[config.mk]
export PLATFORM = sky130hd
export DESIGN_NAME = epjc_ctrl
export DESIGN_NICKNAME = d
export VERILOG_FILES = /design/src/design/epjc_pkg.sv /design/src/design/epjc_ctrl.sv
export SDC_FILE = /design/constraint.sdc
export NUM_CORES = 1
export LEC_CHECK = 0
export BUFFER_PORTS_ARGS = -buffer_cell sky130_fd_sc_hd__buf_2
export CORE_ASPECT_RATIO = 0.9
export CORE_MARGIN = 5
export CORE_UTILIZATION = 56
export DETAILED_ROUTE_END_ITERATION = 10
export PLACE_DENSITY_LB_ADDON = 0.05
export SLEW_MARGIN = 5
export SYNTH_ARGS = -nofsm -noshare
export SYNTH_HDL_FRONTEND = slang
export SYNTH_SLANG_ARGS = --single-unit
[constraint.sdc]
create_clock -name clk -period 2 [get_ports clk]
set_clock_uncertainty 0.15 [all_clocks]
set_input_delay 0 -clock clk [delete_from_list [all_inputs] [get_ports clk]]
set_output_delay 0 -clock clk [all_outputs]
set_load 0.005 [all_outputs]
[src/design/epjc_pkg.sv]
// Shared types, codes and constants of the joint position controller.
`timescale 1ns / 1ps
package epjc_pkg;

  // Input item of one transfer
  typedef struct packed {
    logic        command;
    logic [7:0]  hundreds_byte;
    logic [7:0]  tens_byte;
    logic [7:0]  ones_byte;
    logic [15:0] encoder_count;
    logic [31:0] time_ms;
  } epjc_in_t;

  // Result item of one transfer
  typedef struct packed {
    logic [15:0] drive_forward;
    logic [15:0] drive_reverse;
    logic        report_valid;
    logic [7:0]  report_hundreds;
    logic [3:0]  report_tens;
    logic [3:0]  report_ones;
  } epjc_out_t;

  localparam int OP_W = 5;

  // Datapath operation codes
  localparam logic [OP_W-1:0] OP_NONE      = 5'd0;
  localparam logic [OP_W-1:0] OP_LOAD      = 5'd1;
  localparam logic [OP_W-1:0] OP_TGT_LOAD  = 5'd2;
  localparam logic [OP_W-1:0] OP_DIV_STEP  = 5'd3;
  localparam logic [OP_W-1:0] OP_TGT_END   = 5'd4;
  localparam logic [OP_W-1:0] OP_RPT_CHK   = 5'd5;
  localparam logic [OP_W-1:0] OP_RPT_LOAD2 = 5'd6;
  localparam logic [OP_W-1:0] OP_RPT_LOAD3 = 5'd7;
  localparam logic [OP_W-1:0] OP_RPT_END   = 5'd8;
  localparam logic [OP_W-1:0] OP_UPD       = 5'd9;
  localparam logic [OP_W-1:0] OP_ERR       = 5'd10;
  localparam logic [OP_W-1:0] OP_DIFF      = 5'd11;
  localparam logic [OP_W-1:0] OP_P_MUL     = 5'd12;
  localparam logic [OP_W-1:0] OP_P_SAT     = 5'd13;
  localparam logic [OP_W-1:0] OP_E_SAT     = 5'd14;
  localparam logic [OP_W-1:0] OP_SUM       = 5'd15;
  localparam logic [OP_W-1:0] OP_ESMAG     = 5'd16;
  localparam logic [OP_W-1:0] OP_I_HI      = 5'd17;
  localparam logic [OP_W-1:0] OP_I_LO      = 5'd18;
  localparam logic [OP_W-1:0] OP_I_SAT     = 5'd19;
  localparam logic [OP_W-1:0] OP_D_HI      = 5'd20;
  localparam logic [OP_W-1:0] OP_ND        = 5'd21;
  localparam logic [OP_W-1:0] OP_DLOAD     = 5'd22;
  localparam logic [OP_W-1:0] OP_FINISH    = 5'd23;
  localparam logic [OP_W-1:0] OP_OUT       = 5'd24;

  // Configuration register indexes
  localparam logic [1:0] REG_GAIN_P   = 2'd0;
  localparam logic [1:0] REG_GAIN_I   = 2'd1;
  localparam logic [1:0] REG_GAIN_D   = 2'd2;
  localparam logic [1:0] REG_PERIOD   = 2'd3;

  // Derivative divider bit count, minus one
  localparam logic [5:0] CNT_D    = 6'd46;

  typedef struct packed {
    logic [OP_W-1:0] op;
  } epjc_cmd_t;

  typedef struct packed {
    logic tick;
    logic rpt_due;
    logic d_skip;
    logic out_free;
  } epjc_status_t;

endpackage

[src/design/epjc_ctrl.sv]
// Sequencer of the joint position controller: steps the datapath through one item.
`timescale 1ns / 1ps
module epjc_ctrl (
  input  logic                  clk,
  input  logic                  rst,
  input  logic                  in_valid,
  output logic                  in_ready,
  input  epjc_pkg::epjc_status_t status,
  output epjc_pkg::epjc_cmd_t    cmd
);
  import epjc_pkg::*;

  localparam logic [4:0] S_IDLE  = 5'd0;
  localparam logic [4:0] S_DISP  = 5'd1;
  localparam logic [4:0] S_TLOAD = 5'd2;
  localparam logic [4:0] S_TEND  = 5'd3;
  localparam logic [4:0] S_RCHK  = 5'd4;
  localparam logic [4:0] S_RL2   = 5'd5;
  localparam logic [4:0] S_RL3   = 5'd6;
  localparam logic [4:0] S_REND  = 5'd7;
  localparam logic [4:0] S_UPD   = 5'd8;
  localparam logic [4:0] S_ERR   = 5'd9;
  localparam logic [4:0] S_DIFF  = 5'd10;
  localparam logic [4:0] S_PMUL  = 5'd11;
  localparam logic [4:0] S_PSAT  = 5'd12;
  localparam logic [4:0] S_ESAT  = 5'd13;
  localparam logic [4:0] S_SUM   = 5'd14;
  localparam logic [4:0] S_ESMAG = 5'd15;
  localparam logic [4:0] S_IHI   = 5'd16;
  localparam logic [4:0] S_ILO   = 5'd17;
  localparam logic [4:0] S_ISAT  = 5'd18;
  localparam logic [4:0] S_DHI   = 5'd19;
  localparam logic [4:0] S_ND    = 5'd20;
  localparam logic [4:0] S_DLOAD = 5'd21;
  localparam logic [4:0] S_DCHK  = 5'd22;
  localparam logic [4:0] S_DDIV  = 5'd23;
  localparam logic [4:0] S_FIN   = 5'd24;
  localparam logic [4:0] S_OUT   = 5'd25;

  logic [4:0] state, state_next;
  logic [5:0] cnt, cnt_next;

  assign in_ready = (state == S_IDLE);

  // Hold state and bit counter
  always_ff @(posedge clk) begin
    if (rst) begin
      state <= S_IDLE;
      cnt   <= '0;
    end else begin
      state <= state_next;
      cnt   <= cnt_next;
    end
  end

  // Pick the operation and advance
  always_comb begin
    state_next = state;
    cnt_next   = cnt;
    cmd.op     = OP_NONE;
    case (state)
      S_IDLE: begin
        if (in_valid) begin
          cmd.op     = OP_LOAD;
          state_next = S_DISP;
        end
      end
      S_DISP:  state_next = status.tick ? S_RCHK : S_TLOAD;
      S_TLOAD: begin
        cmd.op     = OP_TGT_LOAD;
        state_next = S_TEND;
      end
      S_TEND: begin
        cmd.op     = OP_TGT_END;
        state_next = S_IDLE;
      end
      S_RCHK: begin
        cmd.op = OP_RPT_CHK;
        if (status.rpt_due) begin
          state_next = S_RL2;
        end else begin
          state_next = S_UPD;
        end
      end
      S_RL2: begin
        cmd.op     = OP_RPT_LOAD2;
        state_next = S_RL3;
      end
      S_RL3: begin
        cmd.op     = OP_RPT_LOAD3;
        state_next = S_REND;
      end
      S_REND: begin
        cmd.op     = OP_RPT_END;
        state_next = S_UPD;
      end
      S_UPD: begin
        cmd.op     = OP_UPD;
        state_next = S_ERR;
      end
      S_ERR: begin
        cmd.op     = OP_ERR;
        state_next = S_DIFF;
      end
      S_DIFF: begin
        cmd.op     = OP_DIFF;
        state_next = S_PMUL;
      end
      S_PMUL: begin
        cmd.op     = OP_P_MUL;
        state_next = S_PSAT;
      end
      S_PSAT: begin
        cmd.op     = OP_P_SAT;
        state_next = S_ESAT;
      end
      S_ESAT: begin
        cmd.op     = OP_E_SAT;
        state_next = S_SUM;
      end
      S_SUM: begin
        cmd.op     = OP_SUM;
        state_next = S_ESMAG;
      end
      S_ESMAG: begin
        cmd.op     = OP_ESMAG;
        state_next = S_IHI;
      end
      S_IHI: begin
        cmd.op     = OP_I_HI;
        state_next = S_ILO;
      end
      S_ILO: begin
        cmd.op     = OP_I_LO;
        state_next = S_ISAT;
      end
      S_ISAT: begin
        cmd.op     = OP_I_SAT;
        state_next = S_DHI;
      end
      S_DHI: begin
        cmd.op     = OP_D_HI;
        state_next = S_ND;
      end
      S_ND: begin
        cmd.op     = OP_ND;
        state_next = S_DLOAD;
      end
      S_DLOAD: begin
        cmd.op     = OP_DLOAD;
        state_next = S_DCHK;
      end
      S_DCHK: begin
        if (status.d_skip) begin
          state_next = S_FIN;
        end else begin
          cnt_next   = CNT_D;
          state_next = S_DDIV;
        end
      end
      S_DDIV: begin
        cmd.op = OP_DIV_STEP;
        if (cnt == '0) state_next = S_FIN;
        else cnt_next = cnt - 6'd1;
      end
      S_FIN: begin
        cmd.op     = OP_FINISH;
        state_next = S_OUT;
      end
      S_OUT: begin
        if (status.out_free) begin
          cmd.op     = OP_OUT;
          state_next = S_IDLE;
        end
      end
      default: state_next = S_IDLE;
    endcase
  end

endmodule

# [Word-level counts from Yosys, hierarchy flattened]
# Cells that the tools add are included.
[word_totals] register_bits=11 in_bits=7
[op_classes] addsub=1 eq_ne=30 muxes=13 reduce_logical=5
[ops] operator="5-bit case mux with 25 select lines" count=1
[ops] operator="5-bit case mux with 24 select lines" count=1
[ops] operator="5-bit == test, second input constant" count=10
[ops] operator="5-bit by 4-bit == test with 1-bit output, second input constant" count=8
[ops] operator="5-bit by 3-bit == test with 1-bit output, second input constant" count=4
[ops] operator="5-bit 2-to-1 mux" count=4
[ops] operator="6-bit 2-to-1 mux" count=2
[ops] operator="6-bit case mux with 2 select lines" count=1
[ops] operator="5-bit by 2-bit == test with 1-bit output, second input constant" count=2
[ops] operator="2-bit inequality test, second input constant" count=5
[ops] operator="4-bit 2-to-1 mux" count=2
[ops] operator="6-bit logical NOT" count=1
[ops] operator="3-bit AND reduction" count=2
[ops] operator="6-bit by 1-bit subtractor with 6-bit output, second input constant" count=1
[ops] operator="5-bit by 1-bit == test with 1-bit output, second input constant" count=1
[ops] operator="5-bit logical NOT" count=1
[ops] operator="3-bit 2-to-1 mux" count=1
[ops] operator="2-bit nonzero test" count=1
[ops] operator="1-bit 2-to-1 mux" count=1

# [Logic depth before layout (Yosys ltp)]
[depth] word_depth=3 mapped_depth=7 mapped_depth_nobuf=7

# [Least setup slack after synthesis]
# OpenSTA, ideal clock, no wires.
[synth_timing] kind="register -> register" from="reg cnt[0]" to="reg cnt[2]" setup_time_ns=0.127 arrival_ns=1.401 t_required_ns=1.723 path_slack_ns=0.321 stages_incl_launch_ff=8 path_buffers=0 synth_period_minus_slack_ns=1.679 path_cell_list="dfxtp_1 -> inv_1 -> ha_1 -> nor2b_1 -> and3_1 -> nor3b_4 -> xnor2_1 -> a21oi_1"
[synth_via] elab_chain_cells=3
[synth_lines] element="from (decl)" line_no="epjc_ctrl.sv:41" rtl="logic [5:0] cnt, cnt_next;"
[synth_lines] element="from (signal assigned)" line_no="epjc_ctrl.sv:52" rtl="cnt <= cnt_next;"
[synth_lines] element="6-bit by 1-bit subtractor with 6-bit output / 6-bit logical NOT (equally long branches)" line_no="epjc_ctrl.sv:164, epjc_ctrl.sv:163"
[synth_lines] element="6-bit 2-to-1 mux / 2-bit inequality test (equally long branches)"
[synth_lines] element="6-bit case mux with 2 select lines / 3-bit AND reduction (equally long branches)"
# Several ways; a longest one is shown, not always the timed one. The select of a mux whose other input is x is not followed.
# A chain may end at the register's enable or synchronous reset.

==> flow_summary_export.csv <==
group,metric,value,unit
cts,clock_tree.root_cell,"clkbuf_4",
cells_and_area,ff_latch_area,220,um2
global_routing,grt_pass1_vias,903,
pwr,p_seq_frac,0.251,
pwr,powerDensity,1220,nW/um2
cts,clock-sinks,11,
floorplan,placementRows,14,
cells_and_area,syn_to_final_growth,14.4,%
sta,setup_slack,0.152,ns
floorplan,dieArea,2670,um2
synth,synth-seq-cells,11,
cts,clock_latency,0.27,ns
cells_and_area,multi_input_area,688,um2
synth,syn_avg_cell_area,7.37,um2
sta,setup_viol,0,
synth,syn_nets,141,
pwr,p_switching,0.000648,W
setup_path,cpMaxStageDelayCell,"dfxtp_1",
cts,cts_buffers,3,
synth,synth-warning-count,0,
job,timing.max_cap.violations,0,
setup_path,slowest_delay,0.47,ns
cts,tritoncts,"done",
place,dpl.hpwl,1860,um
global_routing,grtUsageTotal,0.211,
floorplan,die_h,49.5,um
cells_and_area,nets,156,
sta,slew_headroom,0.720,
global_routing,grt_max_degree,15,
routing,viasPerCell,6.02,
setup_path,crit_type,"register to primary output",
pwr,vdd_drop_max,0.897,mV
routing,drt-pass1-iter-count,4,
synth,synth_cell_type_count,41,
pwr,clkPwrFrac,0.112,
routing,ant_nets,0,
setup_path,path_buf_inv,2,
outcome,status,"completed",
setup_path,end_kind,"primary output",
setup_path,worstPathArrival,1.70,ns
sta,max_freq,0.541,GHz
routing,via_count,1024,
place,pre_cts_slack,0.189,ns
setup_path,crit_required,1.85,ns
floorplan,start_util,0.584,
routing,drc,0,
setup_path,path_max_fanout,14,
synth,syn_area,972,um2
sta,finalCritPeriodShare,0.924,
global_routing,grt_overflow,0,
cts,cts_buffer_depth,2,
pwr,p_int,0.000708,W
cells_and_area,fillCellCount,152,
pwr,leakagePower,0.418,nW
sta,tns,0,ns
sta,rsz0062_at_grt,"false",
sta,worst_pin_slew,0.416,ns
synth,synth-async-reset-ratio,0,
sta,period_needed,1.85,ns
sta,final_max_slew_viol_count,0,
cells_and_area,drive_gt1_frac,0.212,
pwr,p_sw_frac,0.478,
global_routing,grt_pass1_wl,4140,um
setup_path,crit_chain,"buf_4, and2_1, nor2b_1, a21oi_1, o21ai_0, buf_2",
pwr,combPwrFrac,0.638,
cts,htreeDepth,1,
setup_path,cp_top_family,"flip-flops",
place,gp_congestion,0.906,
routing,totalWireLength,2460,um
routing,drt_iter0_drc,45,
place,port_buffers,12,
floorplan,die_x,53.9,um
synth,netlist_instances,132,
floorplan,io_pins,13,
cts,cts.clk_slew.worst_paths,0.07,ns
routing,routedWlPerCell,14.5,um
global_routing,antenna_found_initial,0,
sta,fin_hold_ws,0.00795,ns
synth,ys_seq_area_frac,0.227,
sta,hold_violations,0,
floorplan,core_region_area,1660,um2
synth,synth_edf_count,0,
hold_path,min_path_type,"primary input to register",
setup_path,start_kind,"register",
synth,ys.flop_type,"dfxtp_1",
cts,postCtsResizedCells,0,
cells_and_area,n_antenna_cell,0,
synthesized netlist by cell type, types with 2 or more instances:
| cell | count | area, um2 |
|---|---|---|
| buf_1 | 2 | 7.51 |
| ha_1 | 2 | 25.0 |
| nor3_1 | 4 | 20.0 |
| o31ai_1 | 2 | 15.0 |
| nor2_1 | 13 | 48.8 |
| xnor2_1 | 4 | 35.0 |
| o21bai_1 | 3 | 22.5 |
| and2_1 | 2 | 12.5 |
| dfxtp_1 | 11 | 220 |
| inv_1 | 4 | 15.0 |
| a21oi_1 | 18 | 90.1 |
| a211oi_1 | 3 | 22.5 |
| nor3_2 | 2 | 20.0 |
| nor2b_1 | 5 | 31.3 |
| buf_2 | 3 | 15.0 |
| o21ai_0 | 6 | 30.0 |
| or3_1 | 2 | 12.5 |
| nand3_1 | 5 | 25.0 |
| o21a_1 | 2 | 15.0 |
| o22ai_1 | 4 | 25.0 |
| a311oi_1 | 2 | 17.5 |
| clkbuf_1 | 5 | 18.8 |
| nand2_1 | 10 | 37.5 |
through the flow:
stage / power, W / cell area (um2) / util / cells
finish: 0.00136 / 1110 / 0.668 / 170
floorplan: 0.000963 / 972 / - / 132
CTS: 0.00135 / 1110 / 0.668 / 170
global placement: 0.00118 / 1070 / 0.641 / 164
detailed placement: 0.00119 / 1070 / 0.641 / 164
global route: 0.00149 / 1110 / 0.668 / 170
kinds of logic after synthesis:
logic type,Yosys count,share of synthesized area
AOI/OAI and AO/OA,47,0.323
buffers and inverters,15,0.0656
xor gates and xnor gates,4,0.0360
DFF,11,0.227
and+or+nand+nor,52,0.313
adders and majority gates,3,0.0360
power groups by stage:
stage          Clock (W)  Combinational (W)  Sequential [W]
2_1_floorplan          0           0.000669        0.000294
3_3_place_gp           0           0.000836        0.000342
3_5_place_dp           0           0.000846        0.000343
4_1_cts         0.000155           0.000855        0.000337
5_1_grt         0.000176           0.000967        0.000349
6_report        0.000151           0.000865        0.000340
sequential cells by signal, indices dropped and copies added (netlist names):
signal	count
state	5
cnt	6
layout by cell type, fill, tap and decap left out, types with 5 or more instances in the layout:
cell type	Yosys	layout
buf_2	3	12
buf_4	1	7
nor2b_1	5	5
dfxtp_1	11	11
nand2_1	10	10
nand3_1	5	5
a21oi_1	18	18
nor2_1	13	13
o21ai_0	6	6
worst min-delay path: cells and delay by family:
kind | cells | cell delay [ns]
compound gates | 1 | 0.12
buf+inv | 1 | 0.13
simple gates | 2 | 0.15
area by class of cell:
type,instances,area share
repair buffers,21,0.119
well taps,24,0.0270
inverters,4,0.0135
flip-flops and latches,11,0.198
clock buffers,4,0.0236
multi-input cells,106,0.619
what timing repair did:
action,CTS,global route
buffers inserted,0,0
endpoints found under the hold margin,11,0
hold buffers,2,0
layer usage:
metal,routed length [um],GRT usage
met1,1120,0.302
met5,0,0
met2,1080,0.286
met3,240,0.0723
met4,18,0.0723
path summary, 6_finish.rpt:
kind                                            start                     to  slack [ns]  cells past startpoint
worst max-delay path            state[4]$_SDFFE_PP0P_                 cmd[1]        0.15                      6
worst min-delay path                        status[0]  state[2]$_SDFFE_PP0P_       0.008                      4
worst max register to register  state[4]$_SDFFE_PP0P_  state[1]$_SDFFE_PP0P_        0.17                      4
worst min register to register    cnt[4]$_SDFFE_PP0P_    cnt[4]$_SDFFE_PP0P_        0.34                      2
Note: power is estimated with default switching activity, not from simulation.
